**src/hw/rtl/bpa_pkg.sv**
```systemverilog
`timescale 1ns / 1ps
// ----------------------------------------------------------------------------
// Bitmap page allocator package
// Sizes, field widths, codes and the command and status groups that join the
// controller and the datapath.
// ----------------------------------------------------------------------------
package bpa_pkg;

  // Geometry of the page bitmap.
  localparam int unsigned MAX_PAGES  = 65536;
  localparam int unsigned PAGE_BYTES = 4096;
  localparam int unsigned WORD_BITS  = 32;

  localparam int unsigned PAGE_SHIFT = $clog2(PAGE_BYTES);
  localparam int unsigned BIT_IDX_W  = $clog2(WORD_BITS);
  localparam int unsigned WORD_COUNT = (MAX_PAGES + WORD_BITS - 1) / WORD_BITS;
  localparam int unsigned WORD_IDX_W = $clog2(WORD_COUNT);
  localparam int unsigned PAGE_IDX_W = WORD_IDX_W + BIT_IDX_W;
  localparam int unsigned PCNT_W     = PAGE_IDX_W + 1;

  // Request and response fields.
  localparam int unsigned OP_W       = 2;
  localparam int unsigned ADDR_W     = 64;
  localparam int unsigned LEN_W      = 48;
  localparam int unsigned STATUS_W   = 2;
  localparam int unsigned FREE_W     = 17;
  localparam int unsigned TOTAL_W    = 17;
  localparam int unsigned PG_ADDR_W  = ADDR_W - PAGE_SHIFT;

  localparam int unsigned IN_DATA_W  = ((OP_W + ADDR_W + LEN_W + 7) / 8) * 8;
  localparam int unsigned OUT_DATA_W = ((STATUS_W + ADDR_W + FREE_W + 7) / 8) * 8;

  // Configuration port.
  localparam int unsigned CFG_IDX_W  = 1;
  localparam int unsigned CFG_DATA_W = 64;

  localparam logic [TOTAL_W-1:0] TOTAL_RESET = TOTAL_W'(65536);

  typedef enum logic [OP_W-1:0] {
    OP_ALLOC     = 2'd0,
    OP_FREE      = 2'd1,
    OP_MARK_FREE = 2'd2,
    OP_MARK_USED = 2'd3
  } op_e;

  typedef enum logic [STATUS_W-1:0] {
    ST_OK      = 2'd0,
    ST_NO_FREE = 2'd1,
    ST_REJECT  = 2'd2
  } status_e;

  typedef enum logic [CFG_IDX_W-1:0] {
    CFG_TOTAL_PAGES = 1'd0,
    CFG_BASE_OFFSET = 1'd1
  } cfg_idx_e;

  // Commands from the controller to the datapath.
  typedef struct packed {
    logic clear_step;
    logic accept;
    logic setup;
    logic scan_rd;
    logic scan_chk;
    logic mod_rd;
    logic mod_wr;
    logic respond;
  } bpa_cmd_t;

  // Status from the datapath to the controller.
  typedef struct packed {
    logic clear_done;
    logic start_scan;
    logic start_mod;
    logic scan_done;
    logic mod_last;
    logic out_busy;
  } bpa_stat_t;

endpackage

```
**src/hw/rtl/bpa_ctrl.sv**
```systemverilog
`timescale 1ns / 1ps
// ----------------------------------------------------------------------------
// Bitmap page allocator controller
// Sequences the clearing pass, request setup, word scan, page updates and
// the hand-off of each response to the output register.
// ----------------------------------------------------------------------------
module bpa_ctrl import bpa_pkg::*; (
  input  logic      clk_i,
  input  logic      rst_ni,
  input  logic      s_tvalid_i,
  output logic      s_tready_o,
  input  bpa_stat_t stat_i,
  output bpa_cmd_t  cmd_o
);

  typedef enum logic [2:0] {
    S_CLEAR,
    S_IDLE,
    S_SETUP,
    S_SCAN_RD,
    S_SCAN_CHK,
    S_MOD_RD,
    S_MOD_WR,
    S_RESP
  } state_e;

  state_e state_q, state_d;
  logic   ready_q;

  always_comb begin
    state_d = state_q;
    cmd_o   = '0;
    case (state_q)
      S_CLEAR: begin
        cmd_o.clear_step = 1'b1;
        if (stat_i.clear_done) begin
          state_d = S_IDLE;
        end
      end
      S_IDLE: begin
        if (s_tvalid_i && ready_q) begin
          cmd_o.accept = 1'b1;
          state_d      = S_SETUP;
        end
      end
      S_SETUP: begin
        cmd_o.setup = 1'b1;
        if (stat_i.start_scan) begin
          state_d = S_SCAN_RD;
        end else if (stat_i.start_mod) begin
          state_d = S_MOD_RD;
        end else begin
          state_d = S_RESP;
        end
      end
      S_SCAN_RD: begin
        cmd_o.scan_rd = 1'b1;
        state_d       = S_SCAN_CHK;
      end
      S_SCAN_CHK: begin
        cmd_o.scan_chk = 1'b1;
        state_d        = stat_i.scan_done ? S_RESP : S_SCAN_RD;
      end
      S_MOD_RD: begin
        cmd_o.mod_rd = 1'b1;
        state_d      = S_MOD_WR;
      end
      S_MOD_WR: begin
        cmd_o.mod_wr = 1'b1;
        state_d      = stat_i.mod_last ? S_RESP : S_MOD_RD;
      end
      S_RESP: begin
        if (!stat_i.out_busy) begin
          cmd_o.respond = 1'b1;
          state_d       = S_IDLE;
        end
      end
      default: begin
        state_d = S_IDLE;
      end
    endcase
  end

  always_ff @(posedge clk_i or negedge rst_ni) begin
    if (!rst_ni) begin
      state_q <= S_CLEAR;
      ready_q <= 1'b0;
    end else begin
      state_q <= state_d;
      ready_q <= (state_d == S_IDLE);
    end
  end

  assign s_tready_o = ready_q;

endmodule

```
**config.mk**
```make
export PLATFORM = sky130hd
export DESIGN_NAME = bpa_ctrl
export DESIGN_NICKNAME = d
export VERILOG_FILES = /design/src/hw/rtl/bpa_pkg.sv /design/src/hw/rtl/bpa_ctrl.sv
export SDC_FILE = /design/constraint.sdc
export NUM_CORES = 1
export LEC_CHECK = 0
export BUFFER_PORTS_ARGS = -buffer_cell sky130_fd_sc_hd__buf_2
export CAP_MARGIN = 10
export CORE_AREA = 10 10 47 49
export DETAILED_ROUTE_END_ITERATION = 16
export DIE_AREA = 0 0 57 59
export PLACE_DENSITY = 0.54
export SYNTH_ARGS = -nofsm -noshare
export SYNTH_HDL_FRONTEND = slang
export SYNTH_SLANG_ARGS = --single-unit
```
**constraint.sdc**
```tcl
create_clock -name clk_i -period 1.2 [get_ports clk_i]
set_clock_uncertainty 0.1 [all_clocks]
set_input_delay 0.06 -clock clk_i [delete_from_list [all_inputs] [get_ports clk_i]]
set_output_delay 0.06 -clock clk_i [all_outputs]
set_load 0.02 [all_outputs]
```
==> results of run 1 <==
worst max path at each step:
| stage | endpoint | slack, ns | depth (start not counted) |
|---|---|---|---|
| finish | cmd_o[3] | -0.21 | 4 |
| CTS | s_tready_o$_DFF_PN0_ | -0.21 | 4 |
| global placement | s_tready_o$_DFF_PN0_ | -0.21 | 4 |
| detailed placement | s_tready_o$_DFF_PN0_ | -0.27 | 4 |
| floorplan | s_tready_o$_DFF_PN0_ | -0.11 | 5 |
| global route | cmd_o[3] | -0.27 | 4 |
cell usage in the layout (no fill, tap or decap), drive strengths merged:
| cell | synthesis | final |
|---|---|---|
| a21oi | 2 | 2 |
| a221o | 1 | 1 |
| and3 | 1 | 1 |
| and4b | 1 | 1 |
| buf | 3 | 30 |
| clkbuf | 0 | 3 |
| dfrtp | 4 | 4 |
| dlygate4sd3 | 0 | 1 |
| inv | 2 | 2 |
| nand2 | 1 | 1 |
| nand2b | 1 | 1 |
| nand3 | 1 | 1 |
| nor2 | 1 | 1 |
| nor2b | 1 | 1 |
| nor3 | 6 | 6 |
| nor3b | 4 | 4 |
| nor4 | 1 | 1 |
| o21ai | 1 | 1 |
| o31ai | 1 | 1 |
| or2b | 1 | 1 |
cell families (layout without fill, tap and decap cells):
logic type             after synthesis  count (layout)  share of synthesized area, %
AOI/OAI and AO/OA                    5               5                          12.0
DFF                                  4               4                          33.2
buffers and inverters                5              36                          11.6
and+or+nand+nor                     19              19                          43.2
power by group through the flow:
stage          clock network (mW)  registers, mW  logic (mW)
3_5_place_dp                    0          0.336       0.769
2_1_floorplan                   0          0.248       0.614
3_3_place_gp                    0          0.338       0.758
5_1_grt                     0.184          0.344        1.25
6_report                    0.168          0.324        1.16
4_1_cts                     0.177          0.322       0.997
routing by layer:
metal | track usage, % | share of wire (%) | up-vias
met2 | 10.1 | 58 | 7
met5 | 0 | 0 | -
met1 | 6.72 | 39 | 173
met4 | 2.01 | 0 | 0
li1 | - | - | 183
met3 | 3.43 | 3.5 | 0
state kept, by name, indices dropped and copies added (netlist names):
name	count
s_tready_o	1
state_q	3
layout make-up:
cell class / instances / area (µm²) / share of cell area [%]
repair buffers: 31 / 233 / 38.0
multi-input cells: 24 / 224 / 36.5
flip-flops and latches: 4 / 104 / 16.9
clock buffers: 3 / 22.5 / 3.67
well taps: 16 / 20.0 / 3.27
inverters: 2 / 10.0 / 1.63
worst max-delay path, stage by stage (launching register included):
cell,delay [ns]
dfrtp_2,0.44
buf_6,0.14
buf_6,0.11
nor3b_2,0.16
buf_4,0.16
through the flow:
step           total power, mW  instances  hold WS [ns]  util [%]  worst slack, ns
2_1_floorplan            0.862         33        -0.336         -           -0.106
3_3_place_gp              1.10         70        -0.232      32.7           -0.214
5_1_grt                   1.78         80        0.0832      43.8           -0.267
6_report                  1.65         80        0.0564      43.8           -0.209
4_1_cts                   1.50         79        0.0499      40.3           -0.208
3_5_place_dp              1.10         70        -0.231      32.7           -0.272
repair_timing:
action / 4_1_cts / 5_1_grt
resized for setup: 14 / 12
hold buffers: 1 / 0
hold endpoints to repair: 4 / 0
setup buffers: 5 / 1
setup endpoints to repair: 12 / 12
pin swaps: 1 / 5
==> metrics.yaml, run 1 <==
status: "finished with violations"
violations: "setup timing"
seq_power_share_pct: 19.7
postSynthAreaPerCell_um2: 9.14
ys_ff_latch: 4
layout_setup_ws_ns: -0.209
drtPass1Iterations: 4
arrival_ns: 1.25
netlist_top_cells_area: "dfrtp_1 (33%), nor3_1 (8.3%), buf_6 (7.5%), nor3b_1 (7.5%), nor3b_2 (4.1%)"
combinationalPowerShare_pct: 70.1
io_pins: 18
min_period_ns: 1.41
clk_latency_ns: 0.23
die_h_um: 59
cts_buffer_depth: 2
ff2ff_setup_slack_ns: -0.18
start_util_pct: 21.5
crit_type: "flip-flop to output port"
synthDistinctLibCells: 21
fin_nets: 75
htree_num_levels: 1
synth_top_area_share_pct: 33.2
cap_viol_max_count: 0
grt_antenna_before_repair: 0
wl_um: 1060
rows: 14
grt_max_degree: 10
numClockSinks: 4
synth_top_area_cell: "dfrtp_1"
synth_nets: 42
cts_tree: "done"
crit_path_start: "state_q[0]$_DFF_PN0_"
synth-async-reset-ratio_pct: 100
leakagePower_nw: 0.280
cp-end-kind: "output port"
place_area_um2: 458
dieArea_mm2: 0.00336
ff2ff_path_depth: 4
synth_ff_type: "dfrtp_1"
routed_via_density: 4.54
fillers: 152
cp_max_fo: 6
drtIter0Drc: 3
timing.rr.start: "state_q[2]$_DFF_PN0_"
via_count: 363
fmax_ghz: 0.709
grt_pass1_wl_um: 1700
overflow: 0
grtUsageTotal_pct: 6.20
area_growth_pct: 103
ir_worst_vdd_uv: 1010
cts_root_buf: "clkbuf_4"
syn_inst: 33
syn_area_um2: 302
hp-class: "primary input to async pin"
cts_made_buffers: 3
finalHoldViolCount: 0
power_frac_clock_pct: 10.2
final.period_utilization_pct: 117
yosysWarnings: 0
core_area_mm2: 0.00140
ys_seq_area_share_pct: 33.2
crit_path_start_kind: "flip-flop"
internal_power_mw: 0.944
wl_per_cell_um: 13.2
netSwitchingFraction_pct: 42.7
tightest_slew_ns: 0.295
antenna_cells: 0
power_density_mw_per_mm2: 2690
setup_viol: 11
gp_congestion: 0.702
setup_tns_ns: -1.45
post-route-cell-area_um2: 613
die_w_um: 57
max-slew-margin-rel_pct: 80.1
clk_pin_slew_ns: 0.04
drc: 0
grt_setup_unrepaired: "true"
hpwl_um: 734
antenna_left: 0
slew_violations: 0
crit_required_ns: 1.04
r2r-end: "s_tready_o$_DFF_PN0_"
synthTopCellsByCount: "nor3_1 (5), dfrtp_1 (4), nor3b_1 (3)"
port_buffers: 17
grt_pass1_vias: 389
yosysMostFrequentCell: "nor3_1"
power.switching_mw: 0.704
drive_above_1_share_pct: 79.7
synth_edf_count: 0
Note: power is estimated with default switching activity, not from simulation.
==> inputs of run 2 (changes only) <==
- clock period: 1.2 -> 1.16 ns (I/O delays scaled with it)
==> metrics.yaml, run 2 (synthesis gave the netlist of run 1 again) <==
status: "finished with violations"  # unchanged
cts_buffer_depth: 2  # unchanged
via_count: 368  # was 363
grt_antenna_before_repair: 0  # unchanged
die_h_um: 59  # unchanged
finalHoldViolCount: 0  # unchanged
clk_pin_slew_ns: 0.04  # about the same
place_ws_ns: -0.255  # was -0.272 ns
fmax_ghz: 0.731
crit_path_start_kind: "flip-flop"  # unchanged
min_period_ns: 1.37
layout_setup_ws_ns: -0.208  # was -0.209 ns
cts_made_buffers: 3  # unchanged
drtIter0Drc: 3  # unchanged
final.period_utilization_pct: 118
final_cell_mix: "buf_4 (16), buf_2 (9), buf_6 (8)"  # was buf_4 (14), buf_2 (10), buf_6 (6)
antenna_cells: 0  # unchanged
largest_reg_flops: 3  # unchanged
drive_above_1_share_pct: 82.1  # was 79.7%
routed_via_density: 4.43  # was 4.54
io_pins: 18  # unchanged
htree_num_levels: 1  # unchanged
grt_pass1_wl_um: 1520  # was 1700 µm
setup_viol: 12  # was 11
holdWs_ns: 0.0572  # was 0.0564 ns
port_buffers: 17  # unchanged
leakagePower_nw: 0.298  # was 0.280 nW
cts_root_buf: "clkbuf_4"  # unchanged
max-slew-margin-rel_pct: 79.7  # was 80.1%
cap_viol_max_count: 0  # unchanged
final_common_cell: "buf_4"  # unchanged
area_growth_pct: 115  # was 103%
overflow: 0  # unchanged
hp-class: "primary input to async pin"  # unchanged
regMostFlops: "state_q"  # unchanged
fin_nets: 78  # was 75
antenna_left: 0  # unchanged
wl_um: 981  # was 1060 µm
core_area_mm2: 0.00140  # unchanged
grt_setup_unrepaired: "true"  # unchanged
fin_util_pct: 46.3  # was 43.8%
crit_type: "flip-flop to output port"  # unchanged
cp-end-kind: "output port"  # unchanged
slew_violations: 0  # unchanged
dieArea_mm2: 0.00336  # unchanged
wl_per_cell_um: 11.8  # was 13.2 µm
cts_tree: "done"  # unchanged
rows: 14  # unchanged
tightest_slew_ns: 0.302  # was 0.295 ns
die_w_um: 57  # unchanged
drtPass1Iterations: 2  # was 4
power_density_mw_per_mm2: 2730  # was 2690 mW/mm²
crit_required_ns: 1.00  # was 1.04 ns
arrival_ns: 1.21  # was 1.25 ns
start_util_pct: 21.5  # unchanged
clk_latency_ns: 0.23  # about the same
gp_congestion: 0.714  # was 0.702
grt_pass1_vias: 354  # was 389
drc: 0  # unchanged
hpwl_um: 761  # was 734 µm
ir_worst_vdd_uv: 1050  # was 1010 µV
setup_tns_ns: -1.72  # was -1.45 ns
cp_max_fo: 8  # was 6
grt_max_degree: 9  # was 10
violations: "setup timing"  # unchanged
grtUsageTotal_pct: 5.73  # was 6.20%
numClockSinks: 4  # unchanged
run 2: power by group:
| part | total [mW] | internal [mW] | switching (mW) |
|---|---|---|---|
| Sequential | 0.322 | 0.215 | 0.108 |
| Combinational | 1.28 | 0.717 | 0.559 |
| Clock | 0.170 | 0.116 | 0.0543 |
run 2: worst paths after layout:
kind                                        end  cells after the start  slack, ns                  from
min reg2reg                state_q[1]$_DFF_PN0_                      1       0.56  state_q[2]$_DFF_PN0_
max in group asynchronous  state_q[0]$_DFF_PN0_                      2       0.77                rst_ni
max                                    cmd_o[6]                      3      -0.21  state_q[2]$_DFF_PN0_
max reg2reg                s_tready_o$_DFF_PN0_                      5      -0.20  state_q[2]$_DFF_PN0_
min                        state_q[1]$_DFF_PN0_                      2       0.06                rst_ni
min in group clk_i         state_q[2]$_DFF_PN0_                      3       0.06             stat_i[2]
run 2: stage by stage:
stage	area [µm²]	std cells	total power, mW
2_1_floorplan	328	33	0.891
4_1_cts	582	82	1.59
6_report	648	83	1.77
3_3_place_gp	495	75	1.23
3_5_place_dp	495	75	1.24
5_1_grt	648	83	1.90
run 2: what timing repair did:
item | 4_1_cts | 5_1_grt
buffers inserted | 3 | 1
pin swaps | 3 | 1
hold buffers | 1 | 0
setup endpoints to repair | 12 | 12
endpoints found under the hold margin | 4 | 0
gates resized for setup | 13 | 14
run 2: layer usage:
metal	vias up	wire length, µm	part of all wire, %	GRT usage, %
li1	188	-	-	-
met4	0	0	0	4.03
met1	172	353	36	4.92
met2	8	545	56	9.30
met3	0	82	8.4	4.08
met5	-	0	0	0
run 2: worst max-delay path, stage by stage (launching register included):
cell	delay [ns]
dfrtp_2	0.44
or2b_1	0.28
nor3_2	0.10
buf_4	0.16
run 2: area by class of cell:
type,count,area (µm²)
clock buffer,3,22.5
tap,16,20.0
multi-input combinational,24,229
fill,148,753
inverter,2,7.51
sequential,4,104
timing repair buffer,34,265
==> inputs of run 3 (changes only) <==
- PLACE_DENSITY: 0.54 -> unset
- PLACE_DENSITY_LB_ADDON: unset -> 0.05
==> metrics.yaml, run 3 (synthesis gave the netlist of run 1 again) <==
status: "finished with violations"  # unchanged
violations: "setup timing"  # unchanged
drc: 0  # unchanged
htree_num_levels: 1  # unchanged
wl_per_cell_um: 14.0  # was 11.8 µm
cts_tree: "done"  # unchanged
tightest_slew_ns: 0.226  # was 0.302 ns
crit_path_start_kind: "flip-flop"  # unchanged
worst_path_most_repeated_cell: "buf_4"
grt_pass1_wl_um: 1910  # was 1520 µm
fmax_ghz: 0.706  # was 0.731 GHz
crit_required_ns: 1.00  # about the same
final_cells: 81  # was 83
drtPass1Iterations: 3  # was 2
path_cells: "buf_4, and4b_2, buf_4"  # was or2b_1, nor3_2, buf_4
final.period_utilization_pct: 122  # was 118%
core_area_mm2: 0.00140  # unchanged
ir_worst_vdd_uv: 886  # was 1050 µV
timing.rr.start: "state_q[0]$_DFF_PN0_"  # was state_q[2]$_DFF_PN0_
cp-end-kind: "output port"  # unchanged
fin_nets: 76  # was 78
io_pins: 18  # unchanged
finalPower_mw: 1.77  # about the same
drive_above_1_share_pct: 80.0  # was 82.1%
crit_path_start: "state_q[0]$_DFF_PN0_"  # was state_q[2]$_DFF_PN0_
cp-endpoint: "cmd_o[0]"  # was cmd_o[6]
routed_via_density: 4.56  # was 4.43
crit_path_max_incr_delay_ns: 0.46  # was 0.44 ns
die_h_um: 59  # unchanged
slew_violations: 0  # unchanged
hpwl_um: 867  # was 761 µm
cp_max_fo: 8  # unchanged
rows: 14  # unchanged
largest_reg_flops: 3  # unchanged
grt_pass1_vias: 430  # was 354
setup_tns_ns: -2.10  # was -1.72 ns
place_area_um2: 473  # was 495 µm²
cap_viol_max_count: 0  # unchanged
setup_viol: 12  # unchanged
cts_made_buffers: 3  # unchanged
die_w_um: 57  # unchanged
overflow: 0  # unchanged
grt_setup_unrepaired: "true"  # unchanged
clk_latency_ns: 0.24  # was 0.23 ns
antenna_cells: 0  # unchanged
grt_max_degree: 9  # unchanged
regMostFlops: "state_q"  # unchanged
via_count: 369  # was 368
start_util_pct: 21.5  # unchanged
grtUsageTotal_pct: 6.80  # was 5.73%
crit_type: "flip-flop to output port"  # unchanged
dieArea_mm2: 0.00336  # unchanged
grt_antenna_before_repair: 0  # unchanged
clk_pin_slew_ns: 0.05  # was 0.04 ns
cts_root_buf: "clkbuf_4"  # unchanged
max-slew-margin-rel_pct: 84.8  # was 79.7%
numClockSinks: 4  # unchanged
ff2ff_path_depth: 4  # was 5
r2r-end: "s_tready_o$_DFF_PN0_"  # unchanged
post-route-cell-area_um2: 634  # was 648 µm²
layout_setup_ws_ns: -0.256  # was -0.208 ns
power_density_mw_per_mm2: 2790  # was 2730 mW/mm²
gp_congestion: 0.698  # was 0.714
ff2ff_setup_slack_ns: -0.23  # was -0.20 ns
drtIter0Drc: 4  # was 3
cts_buffer_depth: 2  # unchanged
leakagePower_nw: 0.286  # was 0.298 nW
antenna_left: 0  # unchanged
dp_cells: 72  # was 75
final_common_cell: "buf_4"  # unchanged
port_buffers: 17  # unchanged
finalHoldViolCount: 0  # unchanged
holdWs_ns: 0.0556  # was 0.0572 ns
cpMaxStageDelayCell: "dfrtp_2"  # unchanged
min_period_ns: 1.42  # was 1.37 ns
arrival_ns: 1.26  # was 1.21 ns
final_cell_mix: "buf_4 (16), buf_2 (9), buf_6 (6)"  # was buf_4 (16), buf_2 (9), buf_6 (8)
wl_um: 1130  # was 981 µm
hp-class: "primary input to async pin"  # unchanged
area_growth_pct: 110  # was 115%
## run 3: area by class of cell
type / instances / area (µm²)
clock buffer: 3 / 22.5
inverter: 2 / 7.51
fill: 143 / 767
tap: 16 / 20.0
sequential: 4 / 104
timing repair buffer: 32 / 243
multi-input combinational: 24 / 238
## run 3: what timing repair did
action / CTS / global route
pin swaps: 6 / 1
setup buffers: 1 / 4
setup endpoints to repair: 12 / 12
resized for setup: 16 / 9
hold endpoints to repair: 4 / 0
hold buffers: 1 / 0
## run 3: metrics by stage
step | setup slack, ns | utilization [%]
5_1_grt | -0.317 | 45.3
2_1_floorplan | -0.129 | -
3_5_place_dp | -0.235 | 33.8
6_report | -0.256 | 45.3
3_3_place_gp | -0.225 | 33.8
4_1_cts | -0.242 | 39.7
## run 3: worst max-delay path: cells and delay by family, from the launching register on
family	cells	cell delay (ns)
DFF	1	0.46
buffers and inverters	2	0.34
and+or+nand+nor	1	0.22
## run 3: worst min path at each step
stage	to	slack (ns)	startpoint
6_report	state_q[0]$_DFF_PN0_	0.06	rst_ni
5_1_grt	state_q[2]$_DFF_PN0_	0.06	rst_ni
4_1_cts	state_q[2]$_DFF_PN0_	0.06	rst_ni
3_5_place_dp	state_q[1]$_DFF_PN0_	-0.23	rst_ni
3_3_place_gp	state_q[1]$_DFF_PN0_	-0.23	rst_ni
2_1_floorplan	s_tready_o$_DFF_PN0_	-0.34	rst_ni
## run 3: layer usage
metal | share of wire [%] | wire length (µm) | track usage (%) | vias to the layer above
met4 | 0 | 0 | 3.02 | 0
li1 | - | - | - | 183
met5 | 0 | 0 | 0 | -
met2 | 54 | 607 | 12.7 | 7
met1 | 41 | 469 | 6.93 | 179
met3 | 5.0 | 57 | 1.72 | 0
## run 3: power by group
| part | switching [mW] | total, mW | internal (mW) | leakage (nW) |
|---|---|---|---|---|
| sequential | 0.132 | 0.347 | 0.215 | 0.0443 |
| clock | 0.0655 | 0.182 | 0.116 | 0.0138 |
| combinational | 0.567 | 1.24 | 0.672 | 0.228 |
| total | 0.765 | 1.77 | 1.00 | 0.286 |
